**src/chs_pkg.sv**
```systemverilog
// Shared constants for the chained hash set.
// No dependencies; imported by chs_bucket_hash and chained_hash_set_top.
package chs_pkg;

    localparam int KEY_W = 32;
    localparam int SUM_W = KEY_W + 1;

    localparam logic KIND_INSERT = 1'b0;
    localparam logic KIND_LOOKUP = 1'b1;

endpackage

```
**src/chs_bucket_hash.sv**
```systemverilog
// Bucket index unit: (HASH_OFFSET + key) mod BUCKETS.
// Power-of-two bucket counts use a registered mask of the sum; others use a
// restoring remainder, four bits per cycle. Depends on chs_pkg.
module chs_bucket_hash
    import chs_pkg::*;
#(
    parameter int BUCKETS     = 4096,
    parameter int HASH_OFFSET = 5381,
    parameter int BW          = (BUCKETS > 2) ? $clog2(BUCKETS) : 1
) (
    input  logic             i_clk,
    input  logic             i_rst_n,
    input  logic             i_start,
    input  logic [KEY_W-1:0] i_key,
    output logic             o_done,
    output logic [BW-1:0]    o_bucket
);

    localparam bit IS_POW2 = (BUCKETS & (BUCKETS - 1)) == 0;
    localparam int DIGIT   = 4;
    localparam int STEPS   = (SUM_W + DIGIT - 1) / DIGIT;
    localparam int PAD_W   = STEPS * DIGIT;
    localparam int CNT_W   = $clog2(STEPS + 1);

    logic [SUM_W-1:0] w_sum;

    assign w_sum = {1'b0, i_key} + SUM_W'(HASH_OFFSET);

    if (IS_POW2) begin : g_mask
        logic          r_done;
        logic [BW-1:0] r_bucket;

        always_ff @(posedge i_clk) begin
            if (!i_rst_n) begin
                r_done <= 1'b0;
            end else begin
                r_done <= i_start;
            end
            if (i_start) begin
                r_bucket <= w_sum[BW-1:0];
            end
        end

        assign o_done   = r_done;
        assign o_bucket = r_bucket;
    end else begin : g_rem
        localparam logic [BW:0] MODV = (BW + 1)'(BUCKETS);

        logic             r_run;
        logic             r_done;
        logic [CNT_W-1:0] r_cnt;
        logic [PAD_W-1:0] r_sum;
        logic [BW-1:0]    r_rem;
        logic [BW-1:0]    n_rem;

        always_comb begin
            logic [BW:0]   tmp;
            logic [BW-1:0] acc;
            acc = r_rem;
            for (int i = 0; i < DIGIT; i++) begin
                tmp = {acc, r_sum[PAD_W-1-i]};
                if (tmp >= MODV) begin
                    tmp = tmp - MODV;
                end
                acc = tmp[BW-1:0];
            end
            n_rem = acc;
        end

        always_ff @(posedge i_clk) begin
            if (!i_rst_n) begin
                r_run  <= 1'b0;
                r_done <= 1'b0;
                r_cnt  <= '0;
            end else begin
                r_done <= 1'b0;
                if (i_start) begin
                    r_run <= 1'b1;
                    r_cnt <= CNT_W'(STEPS);
                end else if (r_run) begin
                    r_cnt <= r_cnt - 1'b1;
                    if (r_cnt == CNT_W'(1)) begin
                        r_run  <= 1'b0;
                        r_done <= 1'b1;
                    end
                end
            end
            if (i_start) begin
                r_sum <= PAD_W'(w_sum);
                r_rem <= '0;
            end else if (r_run) begin
                r_sum <= r_sum << DIGIT;
                r_rem <= n_rem;
            end
        end

        assign o_done   = r_done;
        assign o_bucket = r_rem;
    end

endmodule

```
**config.mk**
```make
export PLATFORM = sky130hd
export DESIGN_NAME = chs_bucket_hash
export DESIGN_NICKNAME = d
export VERILOG_FILES = /design/src/chs_pkg.sv /design/src/chs_bucket_hash.sv
export SDC_FILE = /design/constraint.sdc
export NUM_CORES = 1
export LEC_CHECK = 0
export ABC_AREA = 0
export BUFFER_PORTS_ARGS = -buffer_cell sky130_fd_sc_hd__buf_2
export CAP_MARGIN = 20
export CORE_ASPECT_RATIO = 1.2
export CORE_MARGIN = 3
export CORE_UTILIZATION = 33
export DETAILED_ROUTE_END_ITERATION = 12
export GPL_TIMING_DRIVEN = 0
export PLACE_DENSITY = 0.75
export SYNTH_ARGS = -nofsm -noshare
export SYNTH_HDL_FRONTEND = slang
export SYNTH_SLANG_ARGS = --single-unit
```
**constraint.sdc**
```tcl
create_clock -name i_clk -period 1.2 [get_ports i_clk]
set_input_delay 0.24 -clock i_clk [delete_from_list [all_inputs] [get_ports i_clk]]
set_output_delay 0.24 -clock i_clk [all_outputs]
set_load 0.01 [all_outputs]
```
Word level (Yosys, flattened, before mapping)
Cells that the tools add are included.

Output and inout bits: 13. Flip-flop bits (word level): 13. Bits of input ports: 35.

Add/sub/neg operators: 1.

Operators with widths (count): 12-bit by 11-bit adder with 12-bit output (second input constant) (1).

Depth between registers and ports, before layout
Word-level depth: 1. Gate-level depth with buffers: 4. Gate-level depth less buffers: 4.

Worst setup path before layout
OpenSTA, ideal clock, no wires.

Path type: input to register. From: input port i_key[0]. To: register g_mask.r_bucket[10] (netlist: o_bucket[10]), data pin. Setup slack: 0.029 ns. Stages: 4. Setup time: 0.259 ns. Arrival time: 0.912 ns. Data required time: 0.941 ns. Path through: ha_1 > o211ai_1 > o21ai_0 > xnor2_1.

Word-level cells in the longest chain between the ends: 1.

RTL lines: start, declared (line chs_bucket_hash.sv:14) `input logic [KEY_W-1:0] i_key,`; 12-bit by 11-bit adder with 12-bit output (line chs_bucket_hash.sv:27) `assign w_sum = {1'b0, i_key} + SUM_W'(HASH_OFFSET);`; net w_sum[10] (line chs_bucket_hash.sv:25) `logic [SUM_W-1:0] w_sum;`; end signal, assigned (line chs_bucket_hash.sv:40) `r_bucket <= w_sum[BW-1:0];`; end, declared (line chs_bucket_hash.sv:31) `logic [BW-1:0] r_bucket;`.

The timed path passes the listed nets, and every way through them passes these cells. A chain may end at the register's enable or synchronous reset.

Worst setup path after layout
Same ends and word-level chain as after synthesis.

==> results.md <==
* Placed Cells at 89
* Crit Path Max Fanout at 3
* CP Launch Type: input port
* Vias in the first global route at 416
* DIE AREA at 2335 um2
* GRT overflow at 0
* 1st-pass router iterations at 2
* Fmax at 882.0 MHz
* Post-synthesis sequential area ratio at 64.41%
* Ant. Diodes at 0
* Sw Pwr at 235.8 uW
* Die height at 52.34 um
* Internal power at 747.7 uW
* CP arrival at 1.16 ns
* Hold path start: i_rst_n
* Routed via count at 426
* Unique cell type count in the Yosys netlist at 17
* Max cap viols at 0
* Port bufs at 27
* Final Max Slew Viols at 0
* Core area at 1662 um2
* Fin cells at 93
* Final ANT Viol Nets at 0
* Crit Path Class: in2reg
* Power Total at 983.6 uW
* Final period util at 94.49%
* Final wirelength at 1167 um
* Rows at 16
* Total CTS buffers at 3
* Synth top area share at 61.02%
* Number of gates resized after CTS at 0
* Avg Synthesized Cell Area at 13.42 um2
* Fraction of layout cells with a size suffix above 1 at 42.67%
* Fin nets at 112
* Part of the power in combinational logic at 17.0%
* Mapped cell area at 590.6 um2
* Hold WS at 0.1733 ns
* Clk slew on worst S/H paths at 0.07 ns
* CTS Sinks at 13
* Req. time, crit path at 1.22 ns
* Die X at 44.62 um
* Largest net degree at the start of global routing at 14
* Top cells by area, synth: edfxtp_1, xnor2_1, xor2_1
* Hold Crit Depth at 2
* Routability-driven placement congestion ratio at 0.6660
* Syn nets at 80
* First-pass GRT wire length at 1876 um
* I/O Pins at 48
* CP Capture Type: flop
* Initial core utilization at 35.54%
* Power per Cell Area at 1270 nW/um2
* Initial antenna violation count at 0
* Outcome: finished clean
* Hold endpoint: o_done
* H-tree Lvls at 1
* Post-CTS Setup Bufs at 0
* Yosys reg bits at 13
* Setup WS post-layout at 0.06618 ns
* Worst vdd rail ir drop at 0.0004550 V
* Worst Tran Pin Value at 0.3011 ns
* Endpoints failing setup at 0
* Vias per cell at 4.581
* Yosys top cell by area: edfxtp_1
* Hold buffer count at cts at 0
* P&R area growth vs syn at 31.14%
* Yosys Warn Count at 0
* Mapped Cells at 44
* Switching Share at 23.98%
* TritonCTS clock tree: built
* Relative slew slack at 79.93%
* Clock share of power at 26.7%
* Final hold vios at 0
* Routed len/inst at 12.55 um
* RSZ-0062 raised after global routing: no
* DP HPWL at 885.7 um
* Leak at 0.3351 nW
* Remaining DRCs at 0
* Clk buf depth at 2
* Setup WS pre-CTS at -0.2129 ns
* Tmin final at 1.134 ns
* Fillers at 156
* HP Class: in2reg
* Final core occ at 46.61%
* DR iter-0 viols at 2
* Gr usage total at 11.71%
* Clock Tree Root: clkbuf_4
* Seq pwr share at 56.4%
==> cells in the mapped netlist <==
library cell and instances:
and2_1 1, nand2_1 3, nand4_1 1, ha_1 1, inv_1 4, o31ai_1 1
nor3_1 1, xor2_1 5, xnor2_1 5, nand3_1 1, nor2_1 3, o21ai_0 2
edfxtp_1 12, o311ai_2 1, o211ai_1 1, a21oi_2 1, dfxtp_1 1
==> cell usage in the layout (no fill, tap or decap), types with 3 or more instances in the layout <==
| master | netlist | final |
|---|---|---|
| buf_2 | 0 | 27 |
| clkbuf_4 | 0 | 3 |
| edfxtp_1 | 12 | 12 |
| inv_1 | 4 | 4 |
| nand2_1 | 3 | 3 |
| nor2_1 | 3 | 3 |
| xnor2_1 | 5 | 5 |
| xor2_1 | 5 | 5 |
==> layout make-up <==
cell class              count  area (um2)  area share, %
clock buffers               4       26.28          3.393
multi-input cells          27       195.2          25.20
flip-flops and latches     13       380.4          49.11
well taps                  18       22.52          2.908
inverters                   4       15.01          1.939
repair buffers             27       135.1          17.45
==> routing by layer <==
| layer | track usage (%) | share of wire, % |
|---|---|---|
| met1 | 10.09 | 34 |
| met2 | 21.53 | 58 |
| met3 | 1.375 | 4.6 |
| met4 | 12.06 | 3.9 |
| met5 | 0 | 0 |
==> power groups by stage <==
stage	sequential [mW]	clock [mW]	combinational, mW
after floorplan	0.594	0	0.0489
after global placement	0.564	0	0.161
after detailed placement	0.565	0	0.167
final	0.554	0.262	0.167
after CTS	0.555	0.273	0.169
after global routing	0.558	0.288	0.184
==> worst max-delay path, cell delays in order <==
cell and delay (ns):
buf_2 0.12, ha_1 0.24, o211ai_1 0.29, o21ai_1 0.13, xnor2_1 0.14
==> state kept, by name, summed over array words and instances, names as in the netlist <==
signal	flops
o_bucket	12
o_done	1
==> per-stage QoR <==
stage | instance area (um2) | setup TNS (ns)
after floorplan | 590.6 | 0
after global placement | 748.2 | -0.5311
after detailed placement | 748.2 | -0.5496
after CTS | 774.5 | 0
after global routing | 774.5 | 0
final | 774.5 | 0
==> logic make-up (layout without fill, tap and decap cells) <==
group	count (synthesis)	count (layout)	synth area share (%)
xor+xnor	10	10	14.83
simple gates	10	10	7.627
compound gates	6	6	8.477
fa+ha+maj	1	1	2.118
flops	13	13	64.41
buf+inv	4	35	2.542
==> how the worst max path moves through the flow <==
stage / startpoint / endpoint / depth (start not counted)
after detailed placement: i_key[0] / o_bucket[10] / 5
after floorplan: i_key[0] / o_bucket[10] / 4
after global placement: i_key[0] / o_bucket[10] / 5
final: i_key[0] / o_bucket[10] / 5
after CTS: i_key[0] / o_bucket[10] / 5
after global routing: i_key[0] / o_bucket[10] / 5
No activity file was read; power rests on OpenSTA's default activity.
